$ cat config.mk
export PLATFORM = sky130hd
export DESIGN_NAME = user_app_info_parser_core_flat
export DESIGN_NICKNAME = d
export VERILOG_FILES = /design/src/uaip_pkg.sv /design/src/uaip_fig_if.sv /design/src/uaip_res_if.sv /design/src/user_app_info_parser_core.sv /design/src/uaip_parser.sv /design/src/flat_wrapper.sv
export SDC_FILE = /design/constraint.sdc
export NUM_CORES = 1
export LEC_CHECK = 0
export BUFFER_PORTS_ARGS = -buffer_cell sky130_fd_sc_hd__buf_2
export CAP_MARGIN = 20
export CELL_PAD_IN_SITES_DETAIL_PLACEMENT = 1
export CELL_PAD_IN_SITES_GLOBAL_PLACEMENT = 2
export CORE_ASPECT_RATIO = 1.75
export CORE_MARGIN = 2
export CORE_UTILIZATION = 39
export CTS_CLUSTER_SIZE = 28
export DETAILED_ROUTE_END_ITERATION = 10
export MAX_ROUTING_LAYER = met4
export PLACE_DENSITY = 0.84
export SETUP_SLACK_MARGIN = 0.1
export SYNTH_ARGS = -nofsm -noshare
export SYNTH_HDL_FRONTEND = slang
export SYNTH_SLANG_ARGS = --single-unit
$ cat constraint.sdc
create_clock -name clk -period 15.95 [get_ports clk]
set_clock_uncertainty 0.05 [all_clocks]
set_input_delay 3.19 -clock clk [delete_from_list [all_inputs] [get_ports clk]]
set_output_delay 3.19 -clock clk [all_outputs]
set_load 0.01 [all_outputs]
$ cat src/uaip_pkg.sv
// ----------------------------------------------------------------------------
// uaip_pkg - shared types and codes for the FIG 0/13 parser
// Result kinds, parser phases and the result record passed between the
// parser and the top level.
// ----------------------------------------------------------------------------
package uaip_pkg;

  // Result kinds
  typedef enum logic [2:0] {
    KIND_SERVICE   = 3'd0,
    KIND_APP       = 3'd1,
    KIND_APP_XPAD  = 3'd2,
    KIND_APP_CA    = 3'd3,
    KIND_DATA      = 3'd4,
    KIND_TRUNC     = 3'd5
  } kind_t;

  // Parser phases
  typedef enum logic [3:0] {
    PH_IDLE  = 4'd0,
    PH_SID   = 4'd1,
    PH_SCIDS = 4'd2,
    PH_APP0  = 4'd3,
    PH_APP1  = 4'd4,
    PH_XPAD0 = 4'd5,
    PH_XPAD1 = 4'd6,
    PH_CA0   = 4'd7,
    PH_CA1   = 4'd8,
    PH_DATA  = 4'd9
  } phase_t;

  // One result item
  typedef struct packed {
    kind_t       kind;
    logic [31:0] value;
    logic [3:0]  sc_ids;
    logic [3:0]  num_apps;
    logic [10:0] app_type;
    logic [4:0]  app_data_length;
    logic        ca_applied;
    logic [4:0]  xpad_app_type;
    logic        data_groups_used;
    logic [5:0]  component_type;
    logic        truncated;
  } result_t;

endpackage

$ cat src/uaip_fig_if.sv
// ----------------------------------------------------------------------------
// uaip_fig_if - FIG byte channel
// Valid/ready channel carrying one FIG byte with its framing flags.
// ----------------------------------------------------------------------------
interface uaip_fig_if;
  logic       valid;
  logic       ready;
  logic [7:0] fig_byte;
  logic       first;
  logic       last;
  logic       data_service;

  modport source (output valid, output fig_byte, output first, output last,
                  output data_service, input ready);
  modport sink   (input valid, input fig_byte, input first, input last,
                  input data_service, output ready);
endinterface

$ cat src/uaip_res_if.sv
// ----------------------------------------------------------------------------
// uaip_res_if - parser result channel
// Valid/ready channel carrying one decoded FIG 0/13 result.
// ----------------------------------------------------------------------------
interface uaip_res_if;
  logic        valid;
  logic        ready;
  logic [2:0]  kind;
  logic [31:0] value;
  logic [3:0]  sc_ids;
  logic [3:0]  num_apps;
  logic [10:0] app_type;
  logic [4:0]  app_data_length;
  logic        ca_applied;
  logic [4:0]  xpad_app_type;
  logic        data_groups_used;
  logic [5:0]  component_type;
  logic        truncated;

  modport source (output valid, output kind, output value, output sc_ids,
                  output num_apps, output app_type, output app_data_length,
                  output ca_applied, output xpad_app_type,
                  output data_groups_used, output component_type,
                  output truncated, input ready);
  modport sink   (input valid, input kind, input value, input sc_ids,
                  input num_apps, input app_type, input app_data_length,
                  input ca_applied, input xpad_app_type,
                  input data_groups_used, input component_type,
                  input truncated, output ready);
endinterface

$ cat src/user_app_info_parser_core.sv
// ----------------------------------------------------------------------------
// user_app_info_parser_core - DAB FIG 0/13 user application info parser
// Takes the FIG body one byte per transfer on the fig channel, header byte
// first (marked by first, with the P/D flag on data_service) and the final
// byte marked by last. Results (service headers, application headers with
// optional X-PAD and CA organization, data bytes, truncation marks) leave
// on the res channel, at most one per input byte.
// Throughput: one byte per cycle unless the output stalls; parse state and
// result are registered as a byte is accepted, so a result is valid in the
// cycle after its byte. Bytes that give no result leave no gap.
// The output register is a single stage: fig.ready is high while it is
// empty or being drained, so while a result waits on a stalled receiver
// no byte is taken; input resumes in the cycle that result is taken.
// Reset (rst, synchronous) idles the parser until the next header byte
// and empties the output register.
// ----------------------------------------------------------------------------
module user_app_info_parser_core
  import uaip_pkg::*;
(
  input  logic   clk,
  input  logic   rst,
  uaip_fig_if.sink   fig,
  uaip_res_if.source res
);

  logic    take;
  logic    emit;
  result_t result;
  result_t res_reg;
  logic    res_valid;

  // Input transfer whenever the result stage is free or draining
  assign fig.ready = !res_valid || res.ready;
  assign take      = fig.valid && fig.ready;

  uaip_parser u_parser (
    .clk          (clk),
    .rst          (rst),
    .take         (take),
    .fig_byte     (fig.fig_byte),
    .first        (fig.first),
    .last         (fig.last),
    .data_service (fig.data_service),
    .emit         (emit),
    .result       (result)
  );

  // Result register
  always_ff @(posedge clk) begin
    if (rst) begin
      res_valid <= 1'b0;
    end else if (take && emit) begin
      res_valid <= 1'b1;
    end else if (res.ready) begin
      res_valid <= 1'b0;
    end
  end

  always_ff @(posedge clk) begin
    if (take && emit) begin
      res_reg <= result;
    end
  end

  assign res.valid            = res_valid;
  assign res.kind             = res_reg.kind;
  assign res.value            = res_reg.value;
  assign res.sc_ids           = res_reg.sc_ids;
  assign res.num_apps         = res_reg.num_apps;
  assign res.app_type         = res_reg.app_type;
  assign res.app_data_length  = res_reg.app_data_length;
  assign res.ca_applied       = res_reg.ca_applied;
  assign res.xpad_app_type    = res_reg.xpad_app_type;
  assign res.data_groups_used = res_reg.data_groups_used;
  assign res.component_type   = res_reg.component_type;
  assign res.truncated        = res_reg.truncated;

endmodule

$ cat src/uaip_parser.sv
// ----------------------------------------------------------------------------
// uaip_parser - FIG 0/13 byte parser state machine
// Holds the parse state; on each accepted byte it advances the state and
// offers at most one result for the output register.
// ----------------------------------------------------------------------------
module uaip_parser
  import uaip_pkg::*;
(
  input  logic       clk,
  input  logic       rst,
  input  logic       take,
  input  logic [7:0] fig_byte,
  input  logic       first,
  input  logic       last,
  input  logic       data_service,
  output logic       emit,
  output result_t    result
);

  phase_t      phase, phase_next;
  logic [1:0]  byte_count, byte_count_next;
  logic        is_data_service, is_data_service_next;
  logic [31:0] assembled_id, assembled_id_next;
  logic [3:0]  apps_left, apps_left_next;
  logic [4:0]  data_left, data_left_next;
  logic [23:0] held_fields, held_fields_next;  // type, ca, xpad, dg, comp
  logic        ca_org_flag, ca_org_flag_next;

  logic [4:0]  len;
  logic        trunc;
  logic        do_end;

  // Phase that follows a finished item
  function automatic phase_t after_item(input logic [4:0] dl, input logic [3:0] al);
    phase_t p;
    if (dl != 5'd0) begin
      p = PH_DATA;
    end else if (al != 4'd0) begin
      p = PH_APP0;
    end else begin
      p = PH_SID;
    end
    return p;
  endfunction

  // State registers
  always_ff @(posedge clk) begin
    if (rst) begin
      phase           <= PH_IDLE;
      byte_count      <= '0;
      is_data_service <= 1'b0;
      assembled_id    <= '0;
      apps_left       <= '0;
      data_left       <= '0;
      held_fields     <= '0;
      ca_org_flag     <= 1'b0;
    end else if (take) begin
      phase           <= phase_next;
      byte_count      <= byte_count_next;
      is_data_service <= is_data_service_next;
      assembled_id    <= assembled_id_next;
      apps_left       <= apps_left_next;
      data_left       <= data_left_next;
      held_fields     <= held_fields_next;
      ca_org_flag     <= ca_org_flag_next;
    end
  end

  // Next state and result
  always_comb begin
    phase_next           = phase;
    byte_count_next      = byte_count;
    is_data_service_next = is_data_service;
    assembled_id_next    = assembled_id;
    apps_left_next       = apps_left;
    data_left_next       = data_left;
    held_fields_next     = held_fields;
    ca_org_flag_next     = ca_org_flag;
    emit                 = 1'b0;
    result               = '0;
    len                  = '0;
    trunc                = 1'b0;
    do_end               = 1'b0;

    if (first) begin
      // header byte: restart, latch P/D
      phase_next           = last ? PH_IDLE : PH_SID;
      byte_count_next      = '0;
      is_data_service_next = data_service;
      assembled_id_next    = '0;
      apps_left_next       = '0;
      data_left_next       = '0;
      held_fields_next     = '0;
      ca_org_flag_next     = 1'b0;
    end else if (phase != PH_IDLE) begin
      do_end = last;
      case (phase)
        PH_SID: begin
          if (byte_count == 2'd0) begin
            assembled_id_next = {24'd0, fig_byte};
          end else begin
            assembled_id_next = {assembled_id[23:0], fig_byte};
          end
          if (byte_count == (is_data_service ? 2'd3 : 2'd1)) begin
            byte_count_next = '0;
            phase_next      = PH_SCIDS;
          end else begin
            byte_count_next = byte_count + 2'd1;
          end
        end
        PH_SCIDS: begin
          emit            = 1'b1;
          result.kind     = KIND_SERVICE;
          result.value    = assembled_id;
          result.sc_ids   = fig_byte[7:4];
          result.num_apps = fig_byte[3:0];
          apps_left_next  = fig_byte[3:0];
          data_left_next  = '0;
          phase_next      = after_item(5'd0, fig_byte[3:0]);
        end
        PH_APP0: begin
          held_fields_next = {13'd0, fig_byte, 3'd0};
          phase_next       = PH_APP1;
        end
        PH_APP1: begin
          held_fields_next = {13'd0, held_fields[10:3], fig_byte[7:5]};
          len              = fig_byte[4:0];
          apps_left_next   = apps_left - 4'd1;
          data_left_next   = len;
          if (!is_data_service && len >= 5'd2) begin
            phase_next = PH_XPAD0;
          end else begin
            emit                   = 1'b1;
            result.kind            = KIND_APP;
            result.app_type        = held_fields_next[10:0];
            result.app_data_length = len;
            phase_next             = after_item(len, apps_left_next);
          end
        end
        PH_XPAD0: begin
          ca_org_flag_next = fig_byte[6];
          held_fields_next = {7'd0, fig_byte[4:0], fig_byte[7], held_fields[10:0]};
          phase_next       = PH_XPAD1;
        end
        PH_XPAD1: begin
          held_fields_next = {fig_byte[5:0], ~fig_byte[7], held_fields[16:0]};
          len = (data_left >= 5'd2) ? data_left - 5'd2 : 5'd0;
          if (ca_org_flag) begin
            data_left_next = (len >= 5'd2) ? len - 5'd2 : 5'd0;
            phase_next     = PH_CA0;
          end else begin
            data_left_next          = len;
            emit                    = 1'b1;
            result.kind             = KIND_APP_XPAD;
            result.app_type         = held_fields_next[10:0];
            result.app_data_length  = len;
            result.ca_applied       = held_fields_next[11];
            result.xpad_app_type    = held_fields_next[16:12];
            result.data_groups_used = held_fields_next[17];
            result.component_type   = held_fields_next[23:18];
            phase_next              = after_item(len, apps_left);
          end
        end
        PH_CA0: begin
          assembled_id_next = {24'd0, fig_byte};
          phase_next        = PH_CA1;
        end
        PH_CA1: begin
          assembled_id_next       = {16'd0, assembled_id[7:0], fig_byte};
          emit                    = 1'b1;
          result.kind             = KIND_APP_CA;
          result.value            = assembled_id_next;
          result.app_type         = held_fields[10:0];
          result.app_data_length  = data_left;
          result.ca_applied       = held_fields[11];
          result.xpad_app_type    = held_fields[16:12];
          result.data_groups_used = held_fields[17];
          result.component_type   = held_fields[23:18];
          phase_next              = after_item(data_left, apps_left);
        end
        PH_DATA: begin
          emit           = 1'b1;
          result.kind    = KIND_DATA;
          result.value   = {24'd0, fig_byte};
          data_left_next = data_left - 5'd1;
          phase_next     = after_item(data_left_next, apps_left);
        end
        default: begin
          phase_next = PH_IDLE;
          do_end     = 1'b0;
        end
      endcase

      // entering a new service id starts the count afresh
      if (phase_next == PH_SID && phase != PH_SID) begin
        byte_count_next = '0;
      end

      // final byte: go idle, flag an unfinished entry
      if (do_end) begin
        trunc      = !(phase_next == PH_SID && byte_count_next == 2'd0);
        phase_next = PH_IDLE;
        if (emit) begin
          result.truncated = trunc;
        end else if (trunc) begin
          emit             = 1'b1;
          result.kind      = KIND_TRUNC;
          result.truncated = 1'b1;
        end
      end
    end
  end

endmodule

$ cat src/flat_wrapper.sv
// flat-port wrapper written by rule: the top's interface ports become plain ports
module user_app_info_parser_core_flat import uaip_pkg::*;
  (clk, rst, fig_valid, fig_fig_byte, fig_first, fig_last, fig_data_service, fig_ready, res_valid, res_kind, res_value, res_sc_ids, res_num_apps, res_app_type, res_app_data_length, res_ca_applied, res_xpad_app_type, res_data_groups_used, res_component_type, res_truncated, res_ready);
  uaip_fig_if fig_i ();
  uaip_res_if res_i ();
  input  logic clk;
  input  logic rst;
  input wire logic [$bits(fig_i.valid)-1:0] fig_valid;
  input wire logic [$bits(fig_i.fig_byte)-1:0] fig_fig_byte;
  input wire logic [$bits(fig_i.first)-1:0] fig_first;
  input wire logic [$bits(fig_i.last)-1:0] fig_last;
  input wire logic [$bits(fig_i.data_service)-1:0] fig_data_service;
  output wire logic [$bits(fig_i.ready)-1:0] fig_ready;
  output wire logic [$bits(res_i.valid)-1:0] res_valid;
  output wire logic [$bits(res_i.kind)-1:0] res_kind;
  output wire logic [$bits(res_i.value)-1:0] res_value;
  output wire logic [$bits(res_i.sc_ids)-1:0] res_sc_ids;
  output wire logic [$bits(res_i.num_apps)-1:0] res_num_apps;
  output wire logic [$bits(res_i.app_type)-1:0] res_app_type;
  output wire logic [$bits(res_i.app_data_length)-1:0] res_app_data_length;
  output wire logic [$bits(res_i.ca_applied)-1:0] res_ca_applied;
  output wire logic [$bits(res_i.xpad_app_type)-1:0] res_xpad_app_type;
  output wire logic [$bits(res_i.data_groups_used)-1:0] res_data_groups_used;
  output wire logic [$bits(res_i.component_type)-1:0] res_component_type;
  output wire logic [$bits(res_i.truncated)-1:0] res_truncated;
  input wire logic [$bits(res_i.ready)-1:0] res_ready;
  assign fig_i.valid = fig_valid;
  assign fig_i.fig_byte = fig_fig_byte;
  assign fig_i.first = fig_first;
  assign fig_i.last = fig_last;
  assign fig_i.data_service = fig_data_service;
  assign fig_ready = fig_i.ready;
  assign res_valid = res_i.valid;
  assign res_kind = res_i.kind;
  assign res_value = res_i.value;
  assign res_sc_ids = res_i.sc_ids;
  assign res_num_apps = res_i.num_apps;
  assign res_app_type = res_i.app_type;
  assign res_app_data_length = res_i.app_data_length;
  assign res_ca_applied = res_i.ca_applied;
  assign res_xpad_app_type = res_i.xpad_app_type;
  assign res_data_groups_used = res_i.data_groups_used;
  assign res_component_type = res_i.component_type;
  assign res_truncated = res_i.truncated;
  assign res_i.ready = res_ready;
  user_app_info_parser_core u_core (.clk(clk), .rst(rst), .fig(fig_i), .res(res_i));
endmodule
==> flow_metrics.py <==
metrics = {
    "status": {
        "status": "completed",
    },
    "cells_and_area": {
        "area_growth_pct": 17.4,
        "antenna_cells": 0,
        "layout.nets": 836,
        "final_layout_size_suffix_gt1_share_pct": 17.9,
        "layout.cells.non_filler": 1053,
    },
    "clock_network": {
        "clock_latency_ns": 0.43,
        "h-tree-depth": 4,
        "cts.repair.resized": 0,
        "cts_made_buffers": 17,
        "clock_sinks": 147,
        "cts_hold_buf": 0,
        "clk_path_buf_depth": 2,
        "post_cts_buffers": 0,
        "cts_tree": "done",
        "clk_pin_slew_worst_paths_ns": 0.06,
        "cts_root_buffer": "clkbuf_16",
    },
    "hold_path": {
        "hp-class": "register to register",
        "hold_depth": 2,
    },
    "global_routing": {
        "grt_start_max_net_pins": 74,
        "grt_use_met3_pct": 4.38,
        "grt_overflow_total": 0,
        "grt_pass1_vias": 6218,
        "grt_antenna_before_repair": 0,
        "grt_pass1_wl_mm": 33.9,
        "met2_usage_pct": 44.2,
        "grt_use_met1_pct": 22.9,
        "grt-busiest-layer": "met2",
        "grt_use_total_pct": 24.0,
    },
    "die": {
        "die_w_microns": 105,
        "ioPinCount": 90,
        "start_util_pct": 39.7,
        "rows": 64,
        "die_y_microns": 180,
        "die_area_sq_um": 18900,
        "design.core.area_sq_um": 17500,
    },
    "placed_design": {
        "dp.final_hpwl_mm": 15.6,
        "dp.cells": 1020,
        "routabilityCongestion": 0.923,
        "port_buffers": 89,
    },
    "yosys": {
        "synth_common_cells": "nor2_1, a21oi_1, dfxtp_1",
        "synth_seq_area_share_pct": 53.1,
        "yosysUniqueCellTypes": 62,
        "synth_top_area_share_pct": 31.7,
        "avgSynthCellArea_sq_um": 9.31,
        "netlist_instances": 744,
        "ys_top_cells_by_area": "edfxtp_1, dfxtp_1, nor2_1, a21oi_1, nand2_1",
        "synthesis.area_sq_um": 6920,
        "synth_fp_nets": 771,
        "synth_top_flop_cell": "dfxtp_1",
        "synth_seq_cells": 147,
        "synth_largest_area_cell": "edfxtp_1",
        "synth.most_common_cell": "nor2_1",
        "async_flop_share_pct": 0,
        "synth_edf_count": 73,
        "ys_warn_count": 0,
    },
    "power_and_ir_drop": {
        "leakage_uw": 0.00273,
        "p_int_uw": 608,
        "p_seq_share_pct": 49.3,
        "powerDensity_nw_per_um2": 99.0,
        "p_comb_share_pct": 3.5,
        "swShare_pct": 24.4,
        "max-vdd-ir-drop_v": 0.0000633,
        "p_clk_share_pct": 47.2,
        "p_switching_uw": 197,
    },
    "worst_setup_path": {
        "crit_buf_inv": 2,
        "critPathMostFrequentCell": "buf_2",
        "critical-path-max-stage-delay_ns": 0.18,
        "crit_fanout": 4,
        "cp_top_family": "buffers and inverters",
        "reg2regPathDepth": 9,
        "required_ns": 12.71,
        "end_kind": "output port",
        "critical_path_cell_count": 3,
        "critPathKind": "input port to output port",
        "path_cells": "buf_2 -> nand2b_1 -> buf_2",
        "cp_slowest_cell": "nand2b_1",
        "startpoint_type": "input port",
        "cp.arrival_ns": 3.63,
    },
    "routing": {
        "drt_pass1_iterations": 5,
        "wl_per_cell_microns": 20.5,
        "drcViolationCount": 0,
        "wirelength_mm": 21.6,
        "drt_iter0_markers": 297,
        "vias_per_cell": 5.67,
        "via_count": 5966,
        "drtAntennaViolNets": 0,
    },
    "timing": {
        "whs_ns": 0.403,
        "relSlewSlack_pct": 31.4,
        "post-route-min-period_ns": 6.87,
        "min_period_over_period_pct": 43.1,
        "rsz0062_at_grt": "false",
        "slew_violations": 0,
        "max_freq_ghz": 0.146,
        "hold_viol_final": 0,
        "fin_tns_setup_ns": 0,
        "worstMarginPinSlew_ns": 1.03,
        "finalSetupViolations": 0,
    },
    "run": {
        "maxCapViolCount": 0,
    },
}
stage by stage:
stage / total power, uW / instance area (sq um) / setup slack, ns / util (%)
after global routing: 828 / 8130 / 9.05 / 46.6
after detailed placement: 433 / 7560 / 9.09 / 43.3
final: 805 / 8130 / 9.08 / 46.6
after CTS: 810 / 8120 / 9.08 / 46.5
after global placement: 432 / 7560 / 9.11 / 43.3
after floorplan: 422 / 6920 / 5.46 / -
logic make-up after synthesis:
group	synth area share (%)
flip-flops	53.1
XOR/XNOR	1.14
adder cells (fa/ha/maj)	2.17
buffers and inverters	3.92
AO/OA/AOI/OAI	16.8
multiplexers	0.289
AND/OR/NAND/NOR	22.6
tightest hold or removal path, cell delays in order (launching register included):
cell     delay, ns
dfxtp_1       0.31
nand2_1       0.05
a21oi_1       0.05
cell usage in the layout (no fill, tap or decap), types with 3 or more instances in the layout:
cell type	synthesis	layout
and2_1	10	10
a32oi_1	10	10
nand3_1	29	29
xnor2_1	7	7
buf_4	1	11
o21ai_0	15	15
clkinv_4	0	5
or3_1	7	7
a22oi_1	31	31
a31oi_1	4	4
nor3_1	27	27
nor4_1	5	4
a21oi_1	74	74
a21boi_1	4	4
nor2_1	110	110
or2_1	5	5
edfxtp_1	73	73
nand3b_1	4	4
o21ai_1	16	16
inv_6	0	4
ha_1	12	12
dfxtp_1	74	74
inv_1	12	12
nand2_1	67	67
o2111ai_1	3	3
and3_1	26	26
buf_2	4	89
nand2b_1	7	7
nor2b_1	9	9
clkbuf_16	0	17
per-layer routing:
metal | up-vias | wire length [microns]
met5 | - | 0
met4 | 0 | 1130
met3 | 64 | 595
met2 | 129 | 12200
met1 | 2956 | 7650
li1 | 2817 | -
state kept, by name (all words and copies together) (netlist names):
signal                           flops
u_core.res.value                    32
u_core.u_parser.assembled_id        32
u_core.u_parser.held_fields         24
u_core.res.app_type                 11
u_core.res.component_type            6
u_core.res.app_data_length           5
u_core.res.xpad_app_type             5
u_core.u_parser.data_left            5
u_core.res.num_apps                  4
u_core.res.sc_ids                    4
u_core.u_parser.apps_left            4
u_core.u_parser.phase                4
u_core.res.kind                      3
u_core.u_parser.byte_count           2
u_core.res.ca_applied                1
u_core.res.data_groups_used          1
u_core.res.truncated                 1
u_core.res.valid                     1
u_core.u_parser.ca_org_flag          1
u_core.u_parser.is_data_service      1
power groups by stage:
stage / clock network [uW] / logic, uW / registers, uW
finish: 380 / 28.5 / 397
global placement: 0 / 27.3 / 405
global route: 400 / 30.9 / 397
floorplan: 0 / 18.4 / 404
CTS: 385 / 28.4 / 397
detailed placement: 0 / 28.1 / 405
layout make-up:
cell class | instances | area [sq um]
fillers | 2081 | 9330
flip-flops and latches | 147 | 3670
multi-input cells | 529 | 3030
repair buffers | 100 | 528
clock buffers | 18 | 439
well taps | 231 | 289
clock inverters | 14 | 121
inverters | 14 | 52.6
final timing paths:
| kind | slack, ns | endpoint | start |
|---|---|---|---|
| setup / recovery | 9.08 | fig_ready | res_ready |
| hold / removal | 0.40 | u_core.u_parser.assembled_id[24] | u_core.u_parser.assembled_id[24] |
| setup reg to reg | 11.71 | u_core.res.value[2] | u_core.u_parser.phase[3] |
| hold reg to reg | 0.40 | u_core.u_parser.assembled_id[24] | u_core.u_parser.assembled_id[24] |
No activity file was read; power rests on OpenSTA's default activity.
